File: src/hdl/dda_pkg.sv
// shared types and constants for the dda line rasterizer
// depends on nothing; imported by every module of the block but dda_fifo
package dda_pkg;

    // command codes on the input channel
    localparam logic CMD_LOAD = 1'b0;
    localparam logic CMD_STEP = 1'b1;

    // configuration register indexes
    localparam int unsigned CFG_IDX_BITS = 1;
    localparam logic [CFG_IDX_BITS-1:0] CFG_HALF_WIDTH  = 1'd0;
    localparam logic [CFG_IDX_BITS-1:0] CFG_HALF_HEIGHT = 1'd1;

    // widths fixed by the screen interface
    localparam int unsigned CFG_BITS    = 11;
    localparam int unsigned OUT_BITS    = 13;
    localparam int unsigned STATUS_BITS = 2;

    // reset values of the origin registers
    localparam logic [CFG_BITS-1:0] HALF_WIDTH_RST  = 11'd320;
    localparam logic [CFG_BITS-1:0] HALF_HEIGHT_RST = 11'd240;

    // result status codes
    localparam logic [STATUS_BITS-1:0] ST_PIXEL     = 2'd0;
    localparam logic [STATUS_BITS-1:0] ST_REJECT    = 2'd1;
    localparam logic [STATUS_BITS-1:0] ST_IDLE_STEP = 2'd2;

    // kind of work queued between front and back
    typedef enum logic [1:0] {
        K_STEP,
        K_LOAD,
        K_REJECT
    } t_kind;

endpackage

File: src/hdl/dda_fifo.sv
// small flip-flop queue between the front and back of the rasterizer
// generic in width and depth; no package dependency
module dda_fifo #(
    parameter int unsigned WIDTH = 8,
    parameter int unsigned DEPTH = 4
) (
    input  logic             i_clk,
    input  logic             i_rst_n,
    input  logic             i_push,
    input  logic [WIDTH-1:0] i_data,
    output logic             o_full,
    input  logic             i_pop,
    output logic             o_valid,
    output logic [WIDTH-1:0] o_data
);

    localparam int unsigned AW = (DEPTH > 1) ? $clog2(DEPTH) : 1;
    localparam int unsigned CW = $clog2(DEPTH + 1);
    localparam logic [AW-1:0] LAST_PTR = AW'(DEPTH - 1);
    localparam logic [CW-1:0] FULL_CNT = CW'(DEPTH);

    logic [WIDTH-1:0] r_mem [DEPTH];
    logic [AW-1:0]    r_wr;
    logic [AW-1:0]    r_rd;
    logic [CW-1:0]    r_cnt;
    logic             do_push;
    logic             do_pop;

    assign o_full  = (r_cnt == FULL_CNT);
    assign o_valid = (r_cnt != '0);
    assign o_data  = r_mem[r_rd];
    assign do_push = i_push && !o_full;
    assign do_pop  = i_pop && o_valid;

    // storage, no reset needed
    always_ff @(posedge i_clk) begin
        if (do_push) begin
            r_mem[r_wr] <= i_data;
        end
    end

    // pointers and fill count
    always_ff @(posedge i_clk) begin
        if (!i_rst_n) begin
            r_wr  <= '0;
            r_rd  <= '0;
            r_cnt <= '0;
        end else begin
            if (do_push) begin
                r_wr <= (r_wr == LAST_PTR) ? '0 : r_wr + 1'b1;
            end
            if (do_pop) begin
                r_rd <= (r_rd == LAST_PTR) ? '0 : r_rd + 1'b1;
            end
            if (do_push && !do_pop) begin
                r_cnt <= r_cnt + 1'b1;
            end else if (do_pop && !do_push) begin
                r_cnt <= r_cnt - 1'b1;
            end
        end
    end

endmodule

File: src/hdl/dda_front.sv
// front end: accepts requests, checks endpoint order, picks the major axis
// and forms the slope with a bit-serial divider; uses dda_pkg
module dda_front #(
    parameter int unsigned COORD_BITS = 11,
    parameter int unsigned FRAC_BITS  = 16
) (
    input  logic                         i_clk,
    input  logic                         i_rst_n,
    input  logic                         i_valid,
    output logic                         o_stall,
    input  logic                         i_cmd,
    input  logic signed [COORD_BITS-1:0] i_x_start,
    input  logic signed [COORD_BITS-1:0] i_y_start,
    input  logic signed [COORD_BITS-1:0] i_x_end,
    input  logic signed [COORD_BITS-1:0] i_y_end,
    input  logic                         i_full,
    output logic                         o_push,
    output dda_pkg::t_kind               o_kind,
    output logic                         o_x_major,
    output logic [COORD_BITS-1:0]        o_major_pos,
    output logic [COORD_BITS-1:0]        o_major_end,
    output logic [COORD_BITS-1:0]        o_minor_start,
    output logic [FRAC_BITS:0]           o_minor_step
);
    import dda_pkg::*;

    localparam int unsigned C  = COORD_BITS;
    localparam int unsigned F  = FRAC_BITS;
    localparam int unsigned NW = $clog2(F + 1);
    localparam logic [NW-1:0] DIV_STEPS = NW'(F);

    typedef enum logic [1:0] {
        S_IDLE,
        S_DIV,
        S_PUSH
    } t_state;

    t_state       r_state, n_state;
    logic [C-1:0] r_rem, n_rem;
    logic [C-1:0] r_den, n_den;
    logic         r_q0, n_q0;
    logic [F-1:0] r_frac, n_frac;
    logic [NW-1:0] r_cnt, n_cnt;
    logic         r_x_major, n_x_major;
    logic [C-1:0] r_major_pos, n_major_pos;
    logic [C-1:0] r_major_end, n_major_end;
    logic [C-1:0] r_minor_start, n_minor_start;

    logic         accept;
    logic signed [C:0] dx_w, dy_w;
    logic         bad;
    logic [C-1:0] dx, dy, num, den;
    logic         xm;
    logic [C:0]   sh, diff;
    logic         ge;

    assign o_stall = (r_state != S_IDLE) || i_full;
    assign accept  = i_valid && !o_stall;

    // endpoint differences and ordering check
    assign dx_w = {i_x_end[C-1], i_x_end} - {i_x_start[C-1], i_x_start};
    assign dy_w = {i_y_end[C-1], i_y_end} - {i_y_start[C-1], i_y_start};
    assign bad  = dx_w[C] || dy_w[C];
    assign dx   = dx_w[C-1:0];
    assign dy   = dy_w[C-1:0];
    assign xm   = (dy < dx);
    assign num  = xm ? dy : dx;
    assign den  = xm ? dx : dy;

    // one restoring divide step per cycle
    assign sh   = {r_rem, 1'b0};
    assign diff = sh - {1'b0, r_den};
    assign ge   = (sh >= {1'b0, r_den});

    // queue write
    always_comb begin
        o_push = 1'b0;
        o_kind = K_LOAD;
        case (r_state)
            S_IDLE: begin
                if (accept && (i_cmd == CMD_STEP)) begin
                    o_push = 1'b1;
                    o_kind = K_STEP;
                end else if (accept && bad) begin
                    o_push = 1'b1;
                    o_kind = K_REJECT;
                end
            end
            S_PUSH: begin
                o_push = !i_full;
            end
            default: begin
                o_push = 1'b0;
            end
        endcase
    end

    assign o_x_major     = r_x_major;
    assign o_major_pos   = r_major_pos;
    assign o_major_end   = r_major_end;
    assign o_minor_start = r_minor_start;
    assign o_minor_step  = {r_q0, r_frac};

    // next-state logic
    always_comb begin
        n_state       = r_state;
        n_rem         = r_rem;
        n_den         = r_den;
        n_q0          = r_q0;
        n_frac        = r_frac;
        n_cnt         = r_cnt;
        n_x_major     = r_x_major;
        n_major_pos   = r_major_pos;
        n_major_end   = r_major_end;
        n_minor_start = r_minor_start;
        case (r_state)
            S_IDLE: begin
                if (accept && (i_cmd == CMD_LOAD) && !bad) begin
                    n_x_major     = xm;
                    n_major_pos   = xm ? i_x_start : i_y_start;
                    n_major_end   = xm ? i_x_end : i_y_end;
                    n_minor_start = xm ? i_y_start : i_x_start;
                    n_den         = den;
                    n_frac        = '0;
                    n_cnt         = DIV_STEPS;
                    if (den == '0) begin
                        // zero-length line steps by nothing
                        n_q0    = 1'b0;
                        n_state = S_PUSH;
                    end else begin
                        n_q0    = (num == den);
                        n_rem   = (num == den) ? '0 : num;
                        n_state = S_DIV;
                    end
                end
            end
            S_DIV: begin
                n_rem  = ge ? diff[C-1:0] : sh[C-1:0];
                n_frac = {r_frac[F-2:0], ge};
                n_cnt  = r_cnt - 1'b1;
                if (r_cnt == NW'(1)) begin
                    n_state = S_PUSH;
                end
            end
            S_PUSH: begin
                if (!i_full) begin
                    n_state = S_IDLE;
                end
            end
            default: begin
                n_state = S_IDLE;
            end
        endcase
    end

    // state and divider registers
    always_ff @(posedge i_clk) begin
        if (!i_rst_n) begin
            r_state <= S_IDLE;
        end else begin
            r_state <= n_state;
        end
        r_rem         <= n_rem;
        r_den         <= n_den;
        r_q0          <= n_q0;
        r_frac        <= n_frac;
        r_cnt         <= n_cnt;
        r_x_major     <= n_x_major;
        r_major_pos   <= n_major_pos;
        r_major_end   <= n_major_end;
        r_minor_start <= n_minor_start;
    end

endmodule

File: src/hdl/dda_back.sv
// back end: holds the active line, steps the accumulator and registers
// one result per step or rejected load; uses dda_pkg
module dda_back #(
    parameter int unsigned COORD_BITS = 11,
    parameter int unsigned FRAC_BITS  = 16
) (
    input  logic                                       i_clk,
    input  logic                                       i_rst_n,
    input  logic                                       i_q_valid,
    input  dda_pkg::t_kind                             i_q_kind,
    input  logic                                       i_q_x_major,
    input  logic [COORD_BITS-1:0]                      i_q_major_pos,
    input  logic [COORD_BITS-1:0]                      i_q_major_end,
    input  logic [COORD_BITS-1:0]                      i_q_minor_start,
    input  logic [FRAC_BITS:0]                         i_q_minor_step,
    output logic                                       o_q_pop,
    input  logic [dda_pkg::CFG_BITS-1:0]               i_half_width,
    input  logic [dda_pkg::CFG_BITS-1:0]               i_half_height,
    output logic                                       o_valid,
    input  logic                                       i_stall,
    output logic signed [dda_pkg::OUT_BITS-1:0]        o_pixel_col,
    output logic signed [dda_pkg::OUT_BITS-1:0]        o_pixel_row,
    output logic                                       o_last,
    output logic [dda_pkg::STATUS_BITS-1:0]            o_status
);
    import dda_pkg::*;

    localparam int unsigned C     = COORD_BITS;
    localparam int unsigned F     = FRAC_BITS;
    localparam int unsigned AW    = C + F + 1;
    localparam int unsigned SUM_W = C + CFG_BITS + 2;
    localparam logic [AW-1:0] HALF_LSB = AW'(1) << (F - 1);

    logic                 r_active, n_active;
    logic                 r_x_major, n_x_major;
    logic signed [C-1:0]  r_major_pos, n_major_pos;
    logic signed [C-1:0]  r_major_end, n_major_end;
    logic [AW-1:0]        r_acc, n_acc;
    logic [F:0]           r_step, n_step;

    logic                 r_out_valid, n_out_valid;
    logic [OUT_BITS-1:0]  r_col, n_col;
    logic [OUT_BITS-1:0]  r_row, n_row;
    logic                 r_last, n_last;
    logic [STATUS_BITS-1:0] r_status, n_status;

    logic                 can_out;
    logic [AW-1:0]        acc_rnd;
    logic signed [C:0]    minor;
    logic signed [C:0]    x_sel, y_sel;
    logic signed [SUM_W-1:0] col_w, row_w;
    logic                 fin;

    assign can_out = !r_out_valid || !i_stall;

    // pixel position from the current state
    assign acc_rnd = r_acc + HALF_LSB;
    assign minor   = acc_rnd[AW-1:F];
    assign x_sel   = r_x_major ? {r_major_pos[C-1], r_major_pos} : minor;
    assign y_sel   = r_x_major ? minor : {r_major_pos[C-1], r_major_pos};
    assign col_w   = $signed({{(SUM_W-CFG_BITS){1'b0}}, i_half_width}) + SUM_W'(x_sel);
    assign row_w   = $signed({{(SUM_W-CFG_BITS){1'b0}}, i_half_height}) - SUM_W'(y_sel);
    assign fin     = (r_major_pos >= r_major_end);

    // queue pop and line state update
    always_comb begin
        n_active    = r_active;
        n_x_major   = r_x_major;
        n_major_pos = r_major_pos;
        n_major_end = r_major_end;
        n_acc       = r_acc;
        n_step      = r_step;
        n_out_valid = r_out_valid && i_stall;
        n_col       = r_col;
        n_row       = r_row;
        n_last      = r_last;
        n_status    = r_status;
        o_q_pop     = 1'b0;
        if (i_q_valid) begin
            case (i_q_kind)
                K_LOAD: begin
                    o_q_pop     = 1'b1;
                    n_active    = 1'b1;
                    n_x_major   = i_q_x_major;
                    n_major_pos = i_q_major_pos;
                    n_major_end = i_q_major_end;
                    n_acc       = {i_q_minor_start[C-1], i_q_minor_start, {F{1'b0}}};
                    n_step      = i_q_minor_step;
                end
                K_REJECT: begin
                    if (can_out) begin
                        o_q_pop     = 1'b1;
                        n_active    = 1'b0;
                        n_out_valid = 1'b1;
                        n_col       = '0;
                        n_row       = '0;
                        n_last      = 1'b0;
                        n_status    = ST_REJECT;
                    end
                end
                K_STEP: begin
                    if (can_out) begin
                        o_q_pop     = 1'b1;
                        n_out_valid = 1'b1;
                        if (!r_active) begin
                            n_col    = '0;
                            n_row    = '0;
                            n_last   = 1'b0;
                            n_status = ST_IDLE_STEP;
                        end else begin
                            n_col    = col_w[OUT_BITS-1:0];
                            n_row    = row_w[OUT_BITS-1:0];
                            n_last   = fin;
                            n_status = ST_PIXEL;
                            if (fin) begin
                                n_active = 1'b0;
                            end else begin
                                n_major_pos = r_major_pos + 1'b1;
                                n_acc       = r_acc + {{C{1'b0}}, r_step};
                            end
                        end
                    end
                end
                default: begin
                    o_q_pop = 1'b1;
                end
            endcase
        end
    end

    // control registers
    always_ff @(posedge i_clk) begin
        if (!i_rst_n) begin
            r_active    <= 1'b0;
            r_out_valid <= 1'b0;
        end else begin
            r_active    <= n_active;
            r_out_valid <= n_out_valid;
        end
    end

    // line state and result payload
    always_ff @(posedge i_clk) begin
        r_x_major   <= n_x_major;
        r_major_pos <= n_major_pos;
        r_major_end <= n_major_end;
        r_acc       <= n_acc;
        r_step      <= n_step;
        r_col       <= n_col;
        r_row       <= n_row;
        r_last      <= n_last;
        r_status    <= n_status;
    end

    assign o_valid     = r_out_valid;
    assign o_pixel_col = r_col;
    assign o_pixel_row = r_row;
    assign o_last      = r_last;
    assign o_status    = r_status;

endmodule

File: src/hdl/dda_line_rasterizer_unit.sv
// DDA line rasterizer, top level.
// Input channel (i_valid / o_stall) carries a load request with two endpoints
// in center-origin coordinates, or a step request that emits the next pixel.
// Output channel (o_valid / i_stall) carries screen column and row, a last
// flag and a status code; every step and every rejected load gives one result.
// Step requests flow at one per cycle unless the front is busy or the queue is
// full; with an empty queue a pixel passes the queue write and output register.
// A load holds the front through divide and push, a zero-length line only push;
// the slope divider makes one quotient bit per cycle. Steps wait behind it.
// A four-entry queue decouples the front from the back, so a stalled receiver
// backs up into the queue before the input channel stalls.
// While i_stall is high the result stays put and o_valid holds.
// Synchronous reset clears the line state, empties the queue and restores
// the origin registers to column 320 and row 240.
// Origin registers are written through i_cfg_we / i_cfg_idx / i_cfg_data;
// the user writes them only while the block is idle, which it does not enforce.
// depends on dda_pkg, dda_front, dda_fifo and dda_back
module dda_line_rasterizer_unit #(
    parameter int unsigned COORD_BITS = 11,
    parameter int unsigned FRAC_BITS  = 16
) (
    input  logic                                i_clk,
    input  logic                                i_rst_n,
    input  logic                                i_valid,
    output logic                                o_stall,
    input  logic                                i_cmd,
    input  logic signed [COORD_BITS-1:0]        i_x_start,
    input  logic signed [COORD_BITS-1:0]        i_y_start,
    input  logic signed [COORD_BITS-1:0]        i_x_end,
    input  logic signed [COORD_BITS-1:0]        i_y_end,
    output logic                                o_valid,
    input  logic                                i_stall,
    output logic signed [dda_pkg::OUT_BITS-1:0] o_pixel_col,
    output logic signed [dda_pkg::OUT_BITS-1:0] o_pixel_row,
    output logic                                o_last,
    output logic [dda_pkg::STATUS_BITS-1:0]     o_status,
    input  logic                                i_cfg_we,
    input  logic [dda_pkg::CFG_IDX_BITS-1:0]    i_cfg_idx,
    input  logic [dda_pkg::CFG_BITS-1:0]        i_cfg_data
);
    import dda_pkg::*;

    localparam int unsigned C  = COORD_BITS;
    localparam int unsigned F  = FRAC_BITS;
    localparam int unsigned EW = 2 + 1 + 3 * C + F + 1;
    localparam int unsigned Q_DEPTH = 4;

    logic [CFG_BITS-1:0] r_half_width;
    logic [CFG_BITS-1:0] r_half_height;

    logic          push, full, pop, q_valid;
    t_kind         f_kind;
    logic          f_x_major;
    logic [C-1:0]  f_major_pos, f_major_end, f_minor_start;
    logic [F:0]    f_minor_step;
    logic [EW-1:0] push_data, q_data;

    // origin registers
    always_ff @(posedge i_clk) begin
        if (!i_rst_n) begin
            r_half_width  <= HALF_WIDTH_RST;
            r_half_height <= HALF_HEIGHT_RST;
        end else if (i_cfg_we) begin
            if (i_cfg_idx == CFG_HALF_WIDTH) begin
                r_half_width <= i_cfg_data;
            end
            if (i_cfg_idx == CFG_HALF_HEIGHT) begin
                r_half_height <= i_cfg_data;
            end
        end
    end

    // request classification and slope divider
    dda_front #(
        .COORD_BITS (COORD_BITS),
        .FRAC_BITS  (FRAC_BITS)
    ) u_front (
        .i_clk         (i_clk),
        .i_rst_n       (i_rst_n),
        .i_valid       (i_valid),
        .o_stall       (o_stall),
        .i_cmd         (i_cmd),
        .i_x_start     (i_x_start),
        .i_y_start     (i_y_start),
        .i_x_end       (i_x_end),
        .i_y_end       (i_y_end),
        .i_full        (full),
        .o_push        (push),
        .o_kind        (f_kind),
        .o_x_major     (f_x_major),
        .o_major_pos   (f_major_pos),
        .o_major_end   (f_major_end),
        .o_minor_start (f_minor_start),
        .o_minor_step  (f_minor_step)
    );

    assign push_data = {f_kind, f_x_major, f_major_pos, f_major_end,
                        f_minor_start, f_minor_step};

    // work queue between front and back
    dda_fifo #(
        .WIDTH (EW),
        .DEPTH (Q_DEPTH)
    ) u_queue (
        .i_clk   (i_clk),
        .i_rst_n (i_rst_n),
        .i_push  (push),
        .i_data  (push_data),
        .o_full  (full),
        .i_pop   (pop),
        .o_valid (q_valid),
        .o_data  (q_data)
    );

    // line stepping and result register
    dda_back #(
        .COORD_BITS (COORD_BITS),
        .FRAC_BITS  (FRAC_BITS)
    ) u_back (
        .i_clk           (i_clk),
        .i_rst_n         (i_rst_n),
        .i_q_valid       (q_valid),
        .i_q_kind        (t_kind'(q_data[EW-1 -: 2])),
        .i_q_x_major     (q_data[EW-3]),
        .i_q_major_pos   (q_data[3*C+F : 2*C+F+1]),
        .i_q_major_end   (q_data[2*C+F : C+F+1]),
        .i_q_minor_start (q_data[C+F : F+1]),
        .i_q_minor_step  (q_data[F:0]),
        .o_q_pop         (pop),
        .i_half_width    (r_half_width),
        .i_half_height   (r_half_height),
        .o_valid         (o_valid),
        .i_stall         (i_stall),
        .o_pixel_col     (o_pixel_col),
        .o_pixel_row     (o_pixel_row),
        .o_last          (o_last),
        .o_status        (o_status)
    );

endmodule

File: config.mk
export PLATFORM = sky130hd
export DESIGN_NAME = dda_line_rasterizer_unit
export DESIGN_NICKNAME = d
export VERILOG_FILES = /design/src/hdl/dda_pkg.sv /design/src/hdl/dda_fifo.sv /design/src/hdl/dda_front.sv /design/src/hdl/dda_back.sv /design/src/hdl/dda_line_rasterizer_unit.sv
export SDC_FILE = /design/constraint.sdc
export NUM_CORES = 1
export LEC_CHECK = 0
export BUFFER_PORTS_ARGS = -buffer_cell sky130_fd_sc_hd__buf_2
export CAP_MARGIN = 10
export CORE_MARGIN = 8
export CORE_UTILIZATION = 50
export DETAILED_ROUTE_END_ITERATION = 8
export PLACE_DENSITY = 0.67
export SLEW_MARGIN = 0
export SYNTH_ARGS = -nofsm -noshare
export SYNTH_HDL_FRONTEND = slang
export SYNTH_SLANG_ARGS = --single-unit
File: constraint.sdc
create_clock -name i_clk -period 20 [get_ports i_clk]
set_clock_uncertainty 0.05 [all_clocks]
set_input_delay 1 -clock i_clk [delete_from_list [all_inputs] [get_ports i_clk]]
set_output_delay 1 -clock i_clk [all_outputs]
set_load 0.02 [all_outputs]
==> impl_metrics.tcl <==
set metrics [dict create \
    synth_top_area_frac 0.568 \
    cts_made_buffers 45 \
    synth_warnings 0 \
    antenna_found_initial 0 \
    slew_violations 0 \
    tns_ns 0 \
    hold_path_class "reg -> reg" \
    fin_crit_ns 5.26 \
    status "finished clean" \
    finalSetupViolations 0 \
    ys_ff_latch 422 \
    synth_edf_count 387 \
    synthDistinctLibCells 69 \
    wire_per_inst_um 19.7 \
    crit_type "in -> reg" \
    avgViaCountPerCell 5.70 \
    syn_nets 1703 \
    min_period_over_period 0.263 \
    fp-row-count 74 \
    crit_slowest_cell "maj3_2" \
    required_ns 20.26 \
    seq_area_frac_synth 0.602 \
    nNetsFinal 1804 \
    grt_pass1_vias 12843 \
    cts_resized 0 \
    drt-total-wl_mm 43.4 \
    num_vias 12538 \
    crit_arrival_ns 5.53 \
    rsz0062_at_grt "no" \
    place_inst 2120 \
    postCtsSetupRepairBufs 0 \
    cts-root-buf "clkbuf_16" \
    die_h_um 218 \
    first_iter_violations 892 \
    cp_max_fo 35 \
    drive_gt1_frac 0.168 \
    crit_buf_inv 5 \
    fin_cells 2200 \
    area_delta_synth_final_pct 12.2 \
    start_util 0.504 \
    r2r-start "u_back.r_acc[1]$_SDFFCE_PN0P_" \
    grt_max_degree 57 \
    clock_latency_ns 0.57 \
    hold_start "r_half_height[0]$_SDFFE_PN0P_" \
    dpl.hpwl_mm 30.1 \
    path_cells "buf_2 > inv_1 > ha_1 > inv_1 > fa_1 > a21oi_1 > and2b_1 > nor2_1 > xnor2_1 > inv_1 > ha_1 > a21oi_1 > o21ai_0 > maj3_1 > a21oi_1 > o21ba_2 > maj3_2 > buf_4 > nor2b_1 > a221o_1" \
    dr.pass1.iters 5 \
    fin_util 0.565 \
    cap_violations 0 \
    gp_congestion 0.891 \
    grt_pass1_wl_mm 68.7 \
    synthArstFlopShare 0 \
    ioPinCount 93 \
    die_x_um 218 \
    clkTransAtPathRegs_ns 0.06 \
    io_buffers 92 \
    synth_area_leader_cell "edfxtp_1" \
    max_slew_margin 0.286 \
    ir_worst_vdd_mv 0.0713 \
    worstSetupStartpointType "input port" \
    drc 0 \
    hold_viol 0 \
    clockBufferDepth 3 \
    cts.sinks 422 \
    cts.htree.levels 2 \
    core_sq_um 40600 \
    num_antenna_cells 0 \
    yosys-top-cells-count "387 x edfxtp_1, 131 x nand2_1, 105 x nor2_1, 100 x ha_1, 87 x inv_1" \
    cpLargestDelayFamily "adder cells" \
    finalWorstSetupSlack_ns 14.74 \
    post-synth-top-count-cell "edfxtp_1" \
    die-area_sq_um 47700 \
    synth_flop_cell "edfxtp_1" \
    end_kind "flip-flop" \
    synth.avg_cell_area_sq_um 13.3 \
    startpoint "i_x_end[0]" \
    p_leak_nw 8.49 \
    worst_slew_pin_slew_ns 1.07 \
    cp_slowest_stage_delay_ns 0.59 \
    ys_top_cells_by_area "edfxtp_1 57%, ha_1 6.1%, mux4_2 5.8%" \
    synth_area_sq_um 20500 \
    synthCells 1534 \
    p_per_area_nw_per_um2 140 \
    grt.total_usage 0.183 \
    dpl_worst_slack_ns 14.21 \
    cts_tree "built" \
    antenna_left 0 \
    gr-total-overflow 0 \
    postCtsHoldBufs 0 \
    power_mw 3.21 \
    n_fill_cell 3291 \
    max_freq_ghz 0.190 \
]
[cells by family after synthesis]
kind of cell               after synthesis  synth area share
buffers and inverters                  134            0.0252
AOI/OAI and AO/OA                      255            0.0819
adders and majority gates              109            0.0690
DFF                                    422             0.602
and+or+nand+nor                        424            0.0993
xor gates and xnor gates                78            0.0334
muxes                                  112            0.0892
[power by group]
part           internal, mW  total (mW)  switching, mW
clock                 0.480       0.818          0.337
sequential             1.19        1.32          0.129
combinational         0.472        1.08          0.608
total                  2.14        3.21           1.07
[per-stage QoR]
step	cell area, sq um	hold slack, ns
finish	23000	0.419
global route	23000	0.451
CTS	23000	0.424
detailed placement	21500	0.415
global placement	21500	0.410
floorplan	20500	0.393
[final timing paths]
kind / to / slack (ns) / cells past startpoint
setup reg to reg: u_back.r_acc[27]$_DFFE_PP_ / 15.90 / 11
hold / removal: r_half_height[0]$_SDFFE_PN0P_ / 0.42 / 2
setup / recovery: u_front.r_rem[1]$_DFFE_PP_ / 14.74 / 20
hold reg to reg: r_half_height[0]$_SDFFE_PN0P_ / 0.42 / 2
[worst register-to-register path, cell delays in order (launching register included)]
cell,delay (ns)
edfxtp_1,0.40
ha_1,0.31
a21o_1,0.15
a21o_1,0.21
a2111oi_0,0.82
o2111ai_1,0.31
nand2_1,0.14
o21ai_0,0.16
o31ai_1,0.87
nor2_1,0.17
xnor2_1,0.19
a21oi_1,0.08
[per-layer routing]
layer | track usage | routed length (um)
met1 | 0.240 | 19500
met2 | 0.302 | 20400
met3 | 0.0348 | 2400
met4 | 0.0634 | 1170
met5 | 0 | 0
[layout make-up]
cell class | count | area (sq um) | area share
flip-flops and latches | 422 | 12300 | 0.537
multi-input cells | 978 | 7650 | 0.333
clock buffers | 54 | 1200 | 0.0523
well taps | 532 | 666 | 0.0290
repair buffers | 101 | 528 | 0.0230
inverters | 87 | 327 | 0.0142
clock inverters | 26 | 250 | 0.0109
[cell usage in the layout (no fill, tap or decap), drive strengths merged, types with 53 or more instances in the layout]
cell / n
buf: 101
clkbuf: 54
edfxtp: 387
ha: 100
inv: 88
mux4: 53
nand2: 131
nor2: 105
o21ai: 74
xnor2: 54
[registers in the layout, summed over array words and instances, names as in the netlist, 3 cells and up, named ones only]
name / count
u_queue.r_mem: 212
u_back.r_acc: 28
u_back.r_step: 17
u_front.r_frac: 16
u_back.o_pixel_col: 13
u_back.o_pixel_row: 13
r_half_height: 11
r_half_width: 11
u_back.r_major_end: 11
u_back.r_major_pos: 11
u_front.o_major_end: 11
u_front.o_major_pos: 11
u_front.o_minor_start: 11
u_front.r_den: 11
u_front.r_rem: 11
u_front.r_cnt: 5
u_queue.r_cnt: 3
(Power assumes the default switching activity.)
